**config.mk**
```make
export PLATFORM = sky130hd
export DESIGN_NAME = rgb_to_ycbcr420_planar_top
export DESIGN_NICKNAME = d
export VERILOG_FILES = /design/src/hw/rtl/ycc_pkg.sv /design/src/hw/rtl/ycc_cfg.sv /design/src/hw/rtl/ycc_pos.sv /design/src/hw/rtl/ycc_csc.sv /design/src/hw/rtl/rgb_to_ycbcr420_planar_top.sv
export VERILOG_INCLUDE_DIRS = /design/src /design/src/hw/rtl
export SDC_FILE = /design/constraint.sdc
export NUM_CORES = 2
export LEC_CHECK = 0
export ABC_AREA = 0
export BUFFER_PORTS_ARGS = -buffer_cell sky130_fd_sc_hd__buf_4
export CAP_MARGIN = 30
export CORE_UTILIZATION = 49
export CTS_BUF_LIST = sky130_fd_sc_hd__clkbuf_8
export CTS_CLUSTER_DIAMETER = 150
export DETAILED_ROUTE_END_ITERATION = 8
export HOLD_SLACK_MARGIN = 0.06
export PLACE_DENSITY_LB_ADDON = 0.15
export SYNTH_ARGS = -nofsm -noshare
export SYNTH_HDL_FRONTEND = slang
export SYNTH_SLANG_ARGS = --single-unit
```
**constraint.sdc**
```tcl
create_clock -name clk_i -period 15.8 [get_ports clk_i]
set_clock_uncertainty 0.15 [all_clocks]
set_input_delay 2.37 -clock clk_i [delete_from_list [all_inputs] [get_ports clk_i]]
set_output_delay 2.37 -clock clk_i [all_outputs]
set_load 0.02 [all_outputs]
```
**src/hw/rtl/rgb_to_ycbcr420_planar_top_assert.svh**
```systemverilog
// Assertion macros shared by the RGB to YCbCr 4:2:0 RTL.
`ifndef RGB_TO_YCBCR420_PLANAR_TOP_ASSERT_SVH
`define RGB_TO_YCBCR420_PLANAR_TOP_ASSERT_SVH

// Same-cycle implication, sampled on clk_i, off while rst_ni is low.
`define YCC_ASSERT_IMP(lbl, ante, cons, msg) \
  lbl: assert property (@(posedge clk_i) disable iff (!rst_ni) (ante) |-> (cons)) \
    else $error(msg);

// Next-cycle implication, sampled on clk_i, off while rst_ni is low.
`define YCC_ASSERT_NXT(lbl, ante, cons, msg) \
  lbl: assert property (@(posedge clk_i) disable iff (!rst_ni) (ante) |=> (cons)) \
    else $error(msg);

`endif

```
**src/hw/rtl/ycc_pkg.sv**
```systemverilog
// Shared constants, types and color math for the RGB to YCbCr 4:2:0 converter.
`timescale 1ns / 1ps
`default_nettype none

package ycc_pkg;

  localparam int unsigned CFG_IDX_W     = 1;
  localparam int unsigned CFG_DATA_W    = 12;
  localparam int unsigned PIX_W         = 8;
  localparam int unsigned LUMA_ADDR_W   = 24;
  localparam int unsigned CHROMA_ADDR_W = 25;

  // Register indexes
  localparam logic [CFG_IDX_W-1:0] REG_HALF_WIDTH  = 1'b0;
  localparam logic [CFG_IDX_W-1:0] REG_HALF_HEIGHT = 1'b1;

  localparam logic [CFG_DATA_W-1:0] HALF_WIDTH_RST  = 12'd320;
  localparam logic [CFG_DATA_W-1:0] HALF_HEIGHT_RST = 12'd240;

  // BT.601 limited-range matrix
  localparam logic signed [8:0] K_Y_R  = 9'sd66;
  localparam logic signed [8:0] K_Y_G  = 9'sd129;
  localparam logic signed [8:0] K_Y_B  = 9'sd25;
  localparam logic signed [8:0] K_CB_R = -9'sd38;
  localparam logic signed [8:0] K_CB_G = -9'sd74;
  localparam logic signed [8:0] K_CB_B = 9'sd112;
  localparam logic signed [8:0] K_CR_R = 9'sd112;
  localparam logic signed [8:0] K_CR_G = -9'sd94;
  localparam logic signed [8:0] K_CR_B = -9'sd18;

  localparam logic signed [17:0] CSC_ROUND  = 18'sd128;
  localparam logic [PIX_W-1:0]   LUMA_OFS   = 8'd16;
  localparam logic [PIX_W-1:0]   CHROMA_OFS = 8'd128;

  // Position flags of one pixel, handed from the counters to the pipeline
  typedef struct packed {
    logic chroma;
    logic odd_row;
    logic last;
  } pos_flags_t;

  // Rounded dot product of one matrix row with an RGB pixel
  function automatic logic signed [17:0] csc_dot(
    input logic [PIX_W-1:0] r,
    input logic [PIX_W-1:0] g,
    input logic [PIX_W-1:0] b,
    input logic signed [8:0] kr,
    input logic signed [8:0] kg,
    input logic signed [8:0] kb
  );
    logic signed [17:0] rs;
    logic signed [17:0] gs;
    logic signed [17:0] bs;
    rs = 18'($signed({1'b0, r}));
    gs = 18'($signed({1'b0, g}));
    bs = 18'($signed({1'b0, b}));
    return rs * kr + gs * kg + bs * kb + CSC_ROUND;
  endfunction

  // Floor divide by 256, add the offset, keep eight bits
  function automatic logic [PIX_W-1:0] csc_scale(
    input logic signed [17:0] acc,
    input logic [PIX_W-1:0]   ofs
  );
    return PIX_W'(acc[15:8] + ofs);
  endfunction

endpackage

`default_nettype wire

```
**src/hw/rtl/ycc_cfg.sv**
```systemverilog
// Frame size registers with clamping, and the chroma plane base offsets.
`timescale 1ns / 1ps
`default_nettype none

module ycc_cfg #(
  parameter int unsigned MAX_HALF_DIMENSION = 2048
) (
  input  wire logic                           clk_i,
  input  wire logic                           rst_ni,
  input  wire logic                           cfg_we_i,
  input  wire logic [ycc_pkg::CFG_IDX_W-1:0]  cfg_index_i,
  input  wire logic [ycc_pkg::CFG_DATA_W-1:0] cfg_wdata_i,
  output logic [$clog2(MAX_HALF_DIMENSION+1)-1:0] hw_o,
  output logic [$clog2(MAX_HALF_DIMENSION+1)-1:0] hh_o,
  output logic [ycc_pkg::CHROMA_ADDR_W-1:0]   base_cr_o,
  output logic [ycc_pkg::CHROMA_ADDR_W-1:0]   base_cb_o
);
  import ycc_pkg::*;

  localparam int unsigned HD_W   = $clog2(MAX_HALF_DIMENSION + 1);
  localparam int unsigned CMP_W  = (HD_W > CFG_DATA_W) ? HD_W : CFG_DATA_W;
  localparam int unsigned WIDE_W = (2 * HD_W + 3 > CHROMA_ADDR_W) ? 2 * HD_W + 3
                                                                  : CHROMA_ADDR_W;

  // Zero acts as one, anything above the maximum acts as the maximum
  function automatic logic [HD_W-1:0] clamp_half(input logic [CFG_DATA_W-1:0] v);
    logic [CMP_W-1:0] ve;
    logic [HD_W-1:0]  res;
    ve = CMP_W'(v);
    if (ve == '0) begin
      res = HD_W'(1);
    end else if (ve > CMP_W'(MAX_HALF_DIMENSION)) begin
      res = HD_W'(MAX_HALF_DIMENSION);
    end else begin
      res = HD_W'(ve);
    end
    return res;
  endfunction

  logic [HD_W-1:0]          hw_q, hw_d;
  logic [HD_W-1:0]          hh_q, hh_d;
  logic [2*HD_W-1:0]        pairs;
  logic [WIDE_W-1:0]        quad;
  logic [WIDE_W-1:0]        quint;
  logic [CHROMA_ADDR_W-1:0] base_cr_q, base_cr_d;
  logic [CHROMA_ADDR_W-1:0] base_cb_q, base_cb_d;

  // Decode register writes
  always_comb begin
    hw_d = hw_q;
    hh_d = hh_q;
    if (cfg_we_i) begin
      case (cfg_index_i)
        REG_HALF_WIDTH:  hw_d = clamp_half(cfg_wdata_i);
        REG_HALF_HEIGHT: hh_d = clamp_half(cfg_wdata_i);
        default: ;
      endcase
    end
  end

  always_ff @(posedge clk_i or negedge rst_ni) begin
    if (!rst_ni) begin
      hw_q <= clamp_half(HALF_WIDTH_RST);
      hh_q <= clamp_half(HALF_HEIGHT_RST);
    end else begin
      hw_q <= hw_d;
      hh_q <= hh_d;
    end
  end

  // Luma plane size is 4*hw*hh; Cb follows a further quarter of it
  assign pairs     = hw_q * hh_q;
  assign quad      = WIDE_W'(pairs) << 2;
  assign quint     = quad + WIDE_W'(pairs);
  assign base_cr_d = quad[CHROMA_ADDR_W-1:0];
  assign base_cb_d = quint[CHROMA_ADDR_W-1:0];

  always_ff @(posedge clk_i) begin
    base_cr_q <= base_cr_d;
    base_cb_q <= base_cb_d;
  end

  assign hw_o      = hw_q;
  assign hh_o      = hh_q;
  assign base_cr_o = base_cr_q;
  assign base_cb_o = base_cb_q;

endmodule

`default_nettype wire

```
**src/hw/rtl/ycc_pos.sv**
```systemverilog
// Column and row counters of the raster position, with frame wrap.
`timescale 1ns / 1ps
`default_nettype none
`include "rgb_to_ycbcr420_planar_top_assert.svh"

module ycc_pos #(
  parameter int unsigned MAX_HALF_DIMENSION = 2048
) (
  input  wire logic                                     clk_i,
  input  wire logic                                     rst_ni,
  input  wire logic                                     adv_i,
  input  wire logic [$clog2(MAX_HALF_DIMENSION+1)-1:0]  hw_i,
  input  wire logic [$clog2(MAX_HALF_DIMENSION+1)-1:0]  hh_i,
  output logic [$clog2(2*MAX_HALF_DIMENSION)-1:0]       col_o,
  output logic [$clog2(2*MAX_HALF_DIMENSION)-1:0]       row_o,
  output ycc_pkg::pos_flags_t                           flags_o
);
  import ycc_pkg::*;

  localparam int unsigned HD_W  = $clog2(MAX_HALF_DIMENSION + 1);
  localparam int unsigned CNT_W = $clog2(2 * MAX_HALF_DIMENSION);

  logic [CNT_W-1:0] col_q, col_d;
  logic [CNT_W-1:0] row_q, row_d;
  logic [HD_W:0]    w_m1;
  logic [HD_W:0]    h_m1;
  logic             last_col;
  logic             last_row;

  // At or past the last column or row counts as being on it
  assign w_m1     = {hw_i, 1'b0} - (HD_W + 1)'(1);
  assign h_m1     = {hh_i, 1'b0} - (HD_W + 1)'(1);
  assign last_col = col_q >= CNT_W'(w_m1);
  assign last_row = row_q >= CNT_W'(h_m1);

  // Advance one pixel per request; wrap at line and frame end
  always_comb begin
    col_d = col_q;
    row_d = row_q;
    if (adv_i) begin
      if (last_col) begin
        col_d = '0;
        row_d = last_row ? '0 : CNT_W'(row_q + 1'b1);
      end else begin
        col_d = CNT_W'(col_q + 1'b1);
      end
    end
  end

  always_ff @(posedge clk_i or negedge rst_ni) begin
    if (!rst_ni) begin
      col_q <= '0;
      row_q <= '0;
    end else begin
      col_q <= col_d;
      row_q <= row_d;
    end
  end

  assign col_o           = col_q;
  assign row_o           = row_q;
  assign flags_o.chroma  = !col_q[0] && !row_q[0];
  assign flags_o.odd_row = row_q[0];
  assign flags_o.last    = last_col && last_row;

  `YCC_ASSERT_NXT(a_col_wrap, adv_i && last_col, col_q == '0, "column did not wrap")
  `YCC_ASSERT_NXT(a_col_step, adv_i && !last_col,
                  col_q == CNT_W'($past(col_q) + 1'b1), "column did not step by one")
  `YCC_ASSERT_NXT(a_pos_hold, !adv_i, $stable(col_q) && $stable(row_q), "position moved idle")

endmodule

`default_nettype wire

```
**src/hw/rtl/ycc_csc.sv**
```systemverilog
// BT.601 color matrix: luma and both color differences of one pixel.
`timescale 1ns / 1ps
`default_nettype none

module ycc_csc (
  input  wire logic [ycc_pkg::PIX_W-1:0] red_i,
  input  wire logic [ycc_pkg::PIX_W-1:0] green_i,
  input  wire logic [ycc_pkg::PIX_W-1:0] blue_i,
  output logic [ycc_pkg::PIX_W-1:0]      luma_o,
  output logic [ycc_pkg::PIX_W-1:0]      cb_o,
  output logic [ycc_pkg::PIX_W-1:0]      cr_o
);
  import ycc_pkg::*;

  logic signed [17:0] acc_y;
  logic signed [17:0] acc_cb;
  logic signed [17:0] acc_cr;

  // Constant products reduce to shift-and-add trees
  assign acc_y  = csc_dot(red_i, green_i, blue_i, K_Y_R, K_Y_G, K_Y_B);
  assign acc_cb = csc_dot(red_i, green_i, blue_i, K_CB_R, K_CB_G, K_CB_B);
  assign acc_cr = csc_dot(red_i, green_i, blue_i, K_CR_R, K_CR_G, K_CR_B);

  // Arithmetic shift, then offset
  assign luma_o = csc_scale(acc_y, LUMA_OFS);
  assign cb_o   = csc_scale(acc_cb, CHROMA_OFS);
  assign cr_o   = csc_scale(acc_cr, CHROMA_OFS);

endmodule

`default_nettype wire

```
**src/hw/rtl/rgb_to_ycbcr420_planar_top.sv**
```systemverilog
// Top level: RGB pixel stream in, planar YCbCr 4:2:0 samples and addresses out.
//
//   Port group   Direction  Handshake                 Payload
//   -----------  ---------  ------------------------  --------------------------------------
//   pixel in     in         in_valid_i / in_ready_o   red_i, green_i, blue_i
//   sample out   out        out_valid_o / out_ready_i luma_o, addresses, chroma, last
//   config       in         cfg_we_i (no wait)        cfg_index_i, cfg_wdata_i
//
// One pixel per clock unless the output stalls; requests pass input then result register.
// The pixel counters advance on the input request; the color matrix and the
// address multiply (row pair times half width) sit between the input and result
// registers. Reset clears counters, valid flags and restores 320 x 240 pairs.
// A stalled output holds its result while the input register still takes one more.
// Chroma base offsets follow a write via the size registers, then their own register.
`timescale 1ns / 1ps
`default_nettype none
`include "rgb_to_ycbcr420_planar_top_assert.svh"

module rgb_to_ycbcr420_planar_top #(
  parameter int unsigned MAX_HALF_DIMENSION = 2048
) (
  input  wire logic                           clk_i,
  input  wire logic                           rst_ni,
  // Configuration
  input  wire logic                           cfg_we_i,
  input  wire logic [ycc_pkg::CFG_IDX_W-1:0]  cfg_index_i,
  input  wire logic [ycc_pkg::CFG_DATA_W-1:0] cfg_wdata_i,
  // Pixel input
  input  wire logic                           in_valid_i,
  output logic                                in_ready_o,
  input  wire logic [ycc_pkg::PIX_W-1:0]      red_i,
  input  wire logic [ycc_pkg::PIX_W-1:0]      green_i,
  input  wire logic [ycc_pkg::PIX_W-1:0]      blue_i,
  // Sample output
  output logic                                out_valid_o,
  input  wire logic                           out_ready_i,
  output logic [ycc_pkg::PIX_W-1:0]           luma_o,
  output logic [ycc_pkg::LUMA_ADDR_W-1:0]     luma_address_o,
  output logic                                chroma_valid_o,
  output logic [ycc_pkg::PIX_W-1:0]           blue_difference_o,
  output logic [ycc_pkg::PIX_W-1:0]           red_difference_o,
  output logic [ycc_pkg::CHROMA_ADDR_W-1:0]   red_difference_address_o,
  output logic [ycc_pkg::CHROMA_ADDR_W-1:0]   blue_difference_address_o,
  output logic                                frame_last_o
);
  import ycc_pkg::*;

  localparam int unsigned HD_W   = $clog2(MAX_HALF_DIMENSION + 1);
  localparam int unsigned CNT_W  = $clog2(2 * MAX_HALF_DIMENSION);
  localparam int unsigned RH_W   = (CNT_W > 1) ? CNT_W - 1 : 1;
  localparam int unsigned PROD_W = RH_W + HD_W;
  localparam int unsigned ASUM_W = (PROD_W + 3 > CHROMA_ADDR_W) ? PROD_W + 3 : CHROMA_ADDR_W;

  logic [HD_W-1:0]          hw;
  logic [HD_W-1:0]          hh;
  logic [CHROMA_ADDR_W-1:0] base_cr;
  logic [CHROMA_ADDR_W-1:0] base_cb;
  logic [CNT_W-1:0]         pos_col;
  logic [CNT_W-1:0]         pos_row;
  pos_flags_t               pos_flags;

  logic in_acc;
  logic out_load;

  // Input register
  logic             s1_valid_q, s1_valid_d;
  logic [PIX_W-1:0] s1_red_q, s1_green_q, s1_blue_q;
  logic [CNT_W-1:0] s1_col_q;
  logic [CNT_W-1:0] s1_row_q;
  pos_flags_t       s1_flags_q;

  // Result register
  logic                     out_valid_q, out_valid_d;
  logic [PIX_W-1:0]         luma_q, luma_d;
  logic [LUMA_ADDR_W-1:0]   luma_addr_q, luma_addr_d;
  logic                     chroma_q, chroma_d;
  logic [PIX_W-1:0]         cb_q, cb_d;
  logic [PIX_W-1:0]         cr_q, cr_d;
  logic [CHROMA_ADDR_W-1:0] cr_addr_q, cr_addr_d;
  logic [CHROMA_ADDR_W-1:0] cb_addr_q, cb_addr_d;
  logic                     last_q, last_d;

  // Datapath between the two registers
  logic [PIX_W-1:0]         csc_luma;
  logic [PIX_W-1:0]         csc_cb;
  logic [PIX_W-1:0]         csc_cr;
  logic [RH_W-1:0]          row_pair;
  logic [PROD_W-1:0]        pair_off;
  logic [ASUM_W-1:0]        luma_sum;
  logic [ASUM_W-1:0]        chroma_idx;
  logic [CHROMA_ADDR_W-1:0] cr_sum;
  logic [CHROMA_ADDR_W-1:0] cb_sum;

  ycc_cfg #(
    .MAX_HALF_DIMENSION(MAX_HALF_DIMENSION)
  ) u_cfg (
    .clk_i      (clk_i),
    .rst_ni     (rst_ni),
    .cfg_we_i   (cfg_we_i),
    .cfg_index_i(cfg_index_i),
    .cfg_wdata_i(cfg_wdata_i),
    .hw_o       (hw),
    .hh_o       (hh),
    .base_cr_o  (base_cr),
    .base_cb_o  (base_cb)
  );

  ycc_pos #(
    .MAX_HALF_DIMENSION(MAX_HALF_DIMENSION)
  ) u_pos (
    .clk_i  (clk_i),
    .rst_ni (rst_ni),
    .adv_i  (in_acc),
    .hw_i   (hw),
    .hh_i   (hh),
    .col_o  (pos_col),
    .row_o  (pos_row),
    .flags_o(pos_flags)
  );

  ycc_csc u_csc (
    .red_i  (s1_red_q),
    .green_i(s1_green_q),
    .blue_i (s1_blue_q),
    .luma_o (csc_luma),
    .cb_o   (csc_cb),
    .cr_o   (csc_cr)
  );

  // Handshake: the result register frees the input register when it can load
  assign out_load    = s1_valid_q && (!out_valid_q || out_ready_i);
  assign in_ready_o  = !s1_valid_q || out_load;
  assign in_acc      = in_valid_i && in_ready_o;
  assign s1_valid_d  = in_acc ? 1'b1 : (out_load ? 1'b0 : s1_valid_q);
  assign out_valid_d = out_load ? 1'b1 : (out_ready_i ? 1'b0 : out_valid_q);

  always_ff @(posedge clk_i or negedge rst_ni) begin
    if (!rst_ni) begin
      s1_valid_q  <= 1'b0;
      out_valid_q <= 1'b0;
    end else begin
      s1_valid_q  <= s1_valid_d;
      out_valid_q <= out_valid_d;
    end
  end

  // Capture the pixel with its position
  always_ff @(posedge clk_i) begin
    if (in_acc) begin
      s1_red_q   <= red_i;
      s1_green_q <= green_i;
      s1_blue_q  <= blue_i;
      s1_col_q   <= pos_col;
      s1_row_q   <= pos_row;
      s1_flags_q <= pos_flags;
    end
  end

  // Row pair times half width gives both the luma line and the chroma line offset
  assign row_pair   = RH_W'(s1_row_q >> 1);
  assign pair_off   = row_pair * hw;
  assign luma_sum   = (ASUM_W'(pair_off) << 2)
                    + (s1_flags_q.odd_row ? ASUM_W'({hw, 1'b0}) : '0)
                    + ASUM_W'(s1_col_q);
  assign chroma_idx = ASUM_W'(pair_off) + ASUM_W'(s1_col_q >> 1);
  assign cr_sum     = base_cr + chroma_idx[CHROMA_ADDR_W-1:0];
  assign cb_sum     = base_cb + chroma_idx[CHROMA_ADDR_W-1:0];

  // Zero the chroma fields off the even-even grid
  assign luma_d      = csc_luma;
  assign luma_addr_d = luma_sum[LUMA_ADDR_W-1:0];
  assign chroma_d    = s1_flags_q.chroma;
  assign cb_d        = s1_flags_q.chroma ? csc_cb : '0;
  assign cr_d        = s1_flags_q.chroma ? csc_cr : '0;
  assign cr_addr_d   = s1_flags_q.chroma ? cr_sum : '0;
  assign cb_addr_d   = s1_flags_q.chroma ? cb_sum : '0;
  assign last_d      = s1_flags_q.last;

  always_ff @(posedge clk_i) begin
    if (out_load) begin
      luma_q      <= luma_d;
      luma_addr_q <= luma_addr_d;
      chroma_q    <= chroma_d;
      cb_q        <= cb_d;
      cr_q        <= cr_d;
      cr_addr_q   <= cr_addr_d;
      cb_addr_q   <= cb_addr_d;
      last_q      <= last_d;
    end
  end

  assign out_valid_o               = out_valid_q;
  assign luma_o                    = luma_q;
  assign luma_address_o            = luma_addr_q;
  assign chroma_valid_o            = chroma_q;
  assign blue_difference_o         = cb_q;
  assign red_difference_o          = cr_q;
  assign red_difference_address_o  = cr_addr_q;
  assign blue_difference_address_o = cb_addr_q;
  assign frame_last_o              = last_q;

  `YCC_ASSERT_IMP(a_chroma_zero, out_valid_o && !chroma_valid_o,
                  blue_difference_o == '0 && red_difference_o == '0 &&
                  red_difference_address_o == '0 && blue_difference_address_o == '0,
                  "chroma fields nonzero off grid")
  `YCC_ASSERT_NXT(a_stage_fill, in_valid_i && in_ready_o, s1_valid_q,
                  "accepted request not held in input register")
  `YCC_ASSERT_IMP(a_full_stall, s1_valid_q && out_valid_o && !out_ready_i, !in_ready_o,
                  "ready while both registers full and stalled")

endmodule

`default_nettype wire
```
==> reports/metrics.csv <==
stage,metric,value,unit
critical_path,max_stage_delay,990,ps
logic_synthesis,synth_seq_cells,246,
pwr,pwr-share-comb,76.4,%
placement,place_ws,6580,ps
global_route,grt_usage,24.3,%
logic_synthesis,yosysWarnings,0,
logic_synthesis,synthArstFlopShare,20.3,%
sta,fin_setup_tns,0,ps
critical_path,worstRegToRegCells,27,
detailed_routing,wl,77100,um
detailed_routing,vias,22600,
min_path,hp-start,last_d$_DFFE_PP_,
logic_synthesis,synthesis.nets,4109,
detailed_routing,drtIter0Drc,1080,
cts,clkTransAtPathRegs,60,ps
logic_synthesis,yosysSeqAreaShare,21.4,%
final_layout,multi_input_area,0.0222,mm^2
cts,cts.repair.resized,0,
logic_synthesis,synth_ff_type,edfxtp_1,
floorplan,die-area,0.0648,mm^2
critical_path,crit_arrival,9480,ps
final_layout,fill_cells,5740,
cts,htree_num_levels,2,
final_layout,drive_gt1_share,8.25,%
global_route,grt_antenna_before_repair,2,
sta,hold_viol_final,0,
global_route,grt_max_degree,78,
cts,postCtsHoldBufs,0,
detailed_routing,drc,0,
critical_path,cpMostUsedCell,fa_1,
cts,cts_setup_buffers,0,
global_route,grt_remaining_overflow,0,
pwr,ir_worst_vdd,0.180,mV
pwr,p_sw,0.00393,W
placement,dp_hpwl,63000,um
sta,tightest_slew,1020,ps
sta,finalCriticalPeriod,9250,ps
logic_synthesis,synth.avg_cell_area,9.67,um^2
cts,cts_root_buffer,clkbuf_8,
sta,clock.fmax,0.108,GHz
critical_path,cp.required,16030,ps
logic_synthesis,synth-edff-count,150,
sta,fin_crit_sh,58.6,%
critical_path,start_kind,flip-flop,
pwr,sw_frac_of_total,49.6,%
floorplan,die_w,255,um
pwr,leakage,17.3,nW
cts,numCtsBuffers,45,
placement,port_buffers,143,
detailed_routing,vias_per_cell,5.34,
pwr,sequentialPowerShare,15.3,%
pwr,power_density,232,mW/mm^2
cts,cts_sinks,246,
critical_path,critPathBufInv,3,
critical_path,r2r_end,red_difference_address_o[24]$_SDFFCE_PN0P_,
critical_path,r2r-start,u_cfg.hw_o[6]$_DFFE_PN1P_,
floorplan,io_pins,144,
detailed_routing,wl_per_cell,18.2,um
sta,rsz0062_at_grt,false,
cts,clk_path_buf_depth,3,
detailed_routing,drtAntennaViolNets,0,
logic_synthesis,synth_cell_types,89,
pwr,p_int,0.00400,W
floorplan,die_y,255,um
critical_path,worstSetupPathType,flip-flop to flip-flop,
sta,max-slew-margin-rel,31.8,%
critical_path,worstPathMaxFanout,29,
logic_synthesis,synthCells,3233,
global_route,grt_first_pass_wirelength,124000,um
cts,cts_tree,built,
detailed_routing,drt-pass1-iter-count,6,
logic_synthesis,syn-cell-area,0.0313,mm^2
cts,clock_latency,630,ps
min_path,worstHoldPathCells,0,
critical_path,critPathLaunch,u_cfg.hw_o[6]$_DFFE_PN1P_,
final_layout,seqCellArea,0.00668,mm^2
sta,finalMaxSlewViolations,0,
floorplan,core_area,0.0631,mm^2
global_route,grt_pass1_vias,22900,
job,cap_violations,0,
floorplan,row_count,92,
sta,setup_viol,0,
sta,setup_slack,6550,ps
critical_path,worstSetupEndpointType,flip-flop,
outcome,status,"finished, final reports clean",
critical_path,r2r_setup_slack,6550,ps
min_path,hold_class,flip-flop to flip-flop,
pwr,clockPowerShare,8.2,%
critical_path,critPathSlowestCell,dfstp_2,
final_layout,finalNetCount,4233,
pwr,power,0.00793,W
critical_path,cp_top_family,adder cells,
placement,globalplace.congestion,0.891,
min_path,min_to,frame_last_o$_DFFE_PP_,
final_layout,area_growth,9.32,%
floorplan,start_util,49.6,%
## final cells by class
cell class | instances | share of cell area [%]
Clock inverter | 34 | 0.795
Multi-Input combinational cell | 2366 | 65.1
Sequential cell | 246 | 19.6
Clock buffer | 50 | 2.01
Tap cell | 846 | 3.10
Inverter | 541 | 5.94
Timing Repair Buffer | 157 | 3.51
Antenna cell | 1 | 0.00732
## flip-flops by register name (all words and copies together) (netlist names), 8 cells and up
| name | cells |
|---|---|
| s1_col_q | 12 |
| blue_difference_o | 8 |
| luma_address_o | 24 |
| luma_o | 8 |
| s1_green_q | 8 |
| u_cfg.base_cb_o | 25 |
| red_difference_o | 8 |
| u_cfg.base_cr_o | 21 |
| blue_difference_address_o | 25 |
| s1_row_q | 12 |
| s1_red_q | 8 |
| u_pos.col_o | 12 |
| s1_blue_q | 8 |
| u_cfg.hh_o | 12 |
| u_cfg.hw_o | 12 |
| u_pos.row_o | 12 |
| red_difference_address_o | 25 |
## worst max path at each step
stage / cells past startpoint / to
finish: 27 / red_difference_address_o[24]$_SDFFCE_PN0P_
detailed placement: 27 / red_difference_address_o[24]$_SDFFCE_PN0P_
floorplan: 29 / red_difference_address_o[24]$_SDFFCE_PN0P_
global placement: 27 / red_difference_address_o[24]$_SDFFCE_PN0P_
global route: 27 / red_difference_address_o[24]$_SDFFCE_PN0P_
CTS: 27 / red_difference_address_o[24]$_SDFFCE_PN0P_
## cell families after synthesis
kind of cell	share of synthesized area [%]
AND/OR/NAND/NOR	13.1
flip-flops	21.4
buffers and inverters	7.49
XOR/XNOR	6.63
multiplexers	0.232
adder cells (fa/ha/maj)	40.7
AO/OA/AOI/OAI	10.5
## layer usage
metal / track usage [%] / up-vias / part of all wire, %
met3: 2.29 / 81 / 3.7
met4: 5.58 / 0 / 2.0
met2: 40.8 / 429 / 47
met5: 0 / - / 0
met1: 33.9 / 11200 / 47
li1: - / 11000 / -
## power groups by stage
stage	Combinational, W	Sequential, W	Clock [W]
CTS	0.00608	0.00122	0.000673
finish	0.00606	0.00122	0.000653
floorplan	0.00439	0.00130	0
global placement	0.00590	0.00123	0
detailed placement	0.00604	0.00123	0
global route	0.00679	0.00124	0.000698
## cells in the final DEF, fill, tap and decap left out, types with 19 or more instances in the layout
cell type	n
fa_1	303
nor2_1	121
nand2b_1	44
nand2_1	254
dfxtp_1	46
clkbuf_8	50
o21a_1	19
ha_1	531
dfrtp_1	44
edfxtp_1	150
nor2b_1	28
o21bai_1	30
a21oi_1	134
nor3_1	47
xor2_1	69
nand3_1	42
and3_1	22
a21o_1	70
xnor2_1	154
inv_1	558
and2_1	174
o21ai_0	102
buf_4	156
## through the flow
step                hold WS, ps  utilization, %  cell area, um^2  instances
CTS                         290            54.1            34100       4239
detailed placement          272            52.6            33200       4155
global placement            267            52.6            33200       4155
global route                290            54.2            34200       4241
floorplan                   250               -            31300       3233
finish                      274            54.2            34200       4241
## worst register-to-register path, stage by stage (launching register included)
cell       delay (ps)
dfstp_2           990
nand2_1           170
fa_1              570
fa_1              450
fa_1              490
inv_1              60
fa_1              540
inv_1              60
fa_1              520
inv_1              50
ha_1              400
a2111oi_2         380
o21ai_2           160
a2111oi_4         410
o21bai_2          140
xor2_2            280
nand2_2           130
a211o_2           380
xnor2_1           270
ha_1              350
a21o_1            220
a2111oi_0         410
nor3_1            140
a31oi_1           270
o21ai_0           200
o41ai_1           480
o21ai_0           220
mux2i_1           150
## Yosys cell counts, types with 42 or more instances
| cell type | count | share of area [%] |
|---|---|---|
| a21o_1 | 70 | 1.7 |
| a21oi_1 | 134 | 2.1 |
| and2_1 | 175 | 3.5 |
| clkbuf_1 | 76 | 0.91 |
| dfrtp_1 | 44 | 3.5 |
| dfxtp_1 | 46 | 2.9 |
| edfxtp_1 | 150 | 14 |
| fa_1 | 303 | 19 |
| ha_1 | 531 | 21 |
| inv_1 | 541 | 6.5 |
| nand2_1 | 254 | 3.1 |
| nand2b_1 | 44 | 0.88 |
| nand3_1 | 42 | 0.67 |
| nor2_1 | 121 | 1.5 |
| nor3_1 | 47 | 0.75 |
| o21ai_0 | 102 | 1.6 |
| xnor2_1 | 154 | 4.3 |
| xor2_1 | 69 | 1.9 |
Note: power is estimated with default switching activity, not from simulation.
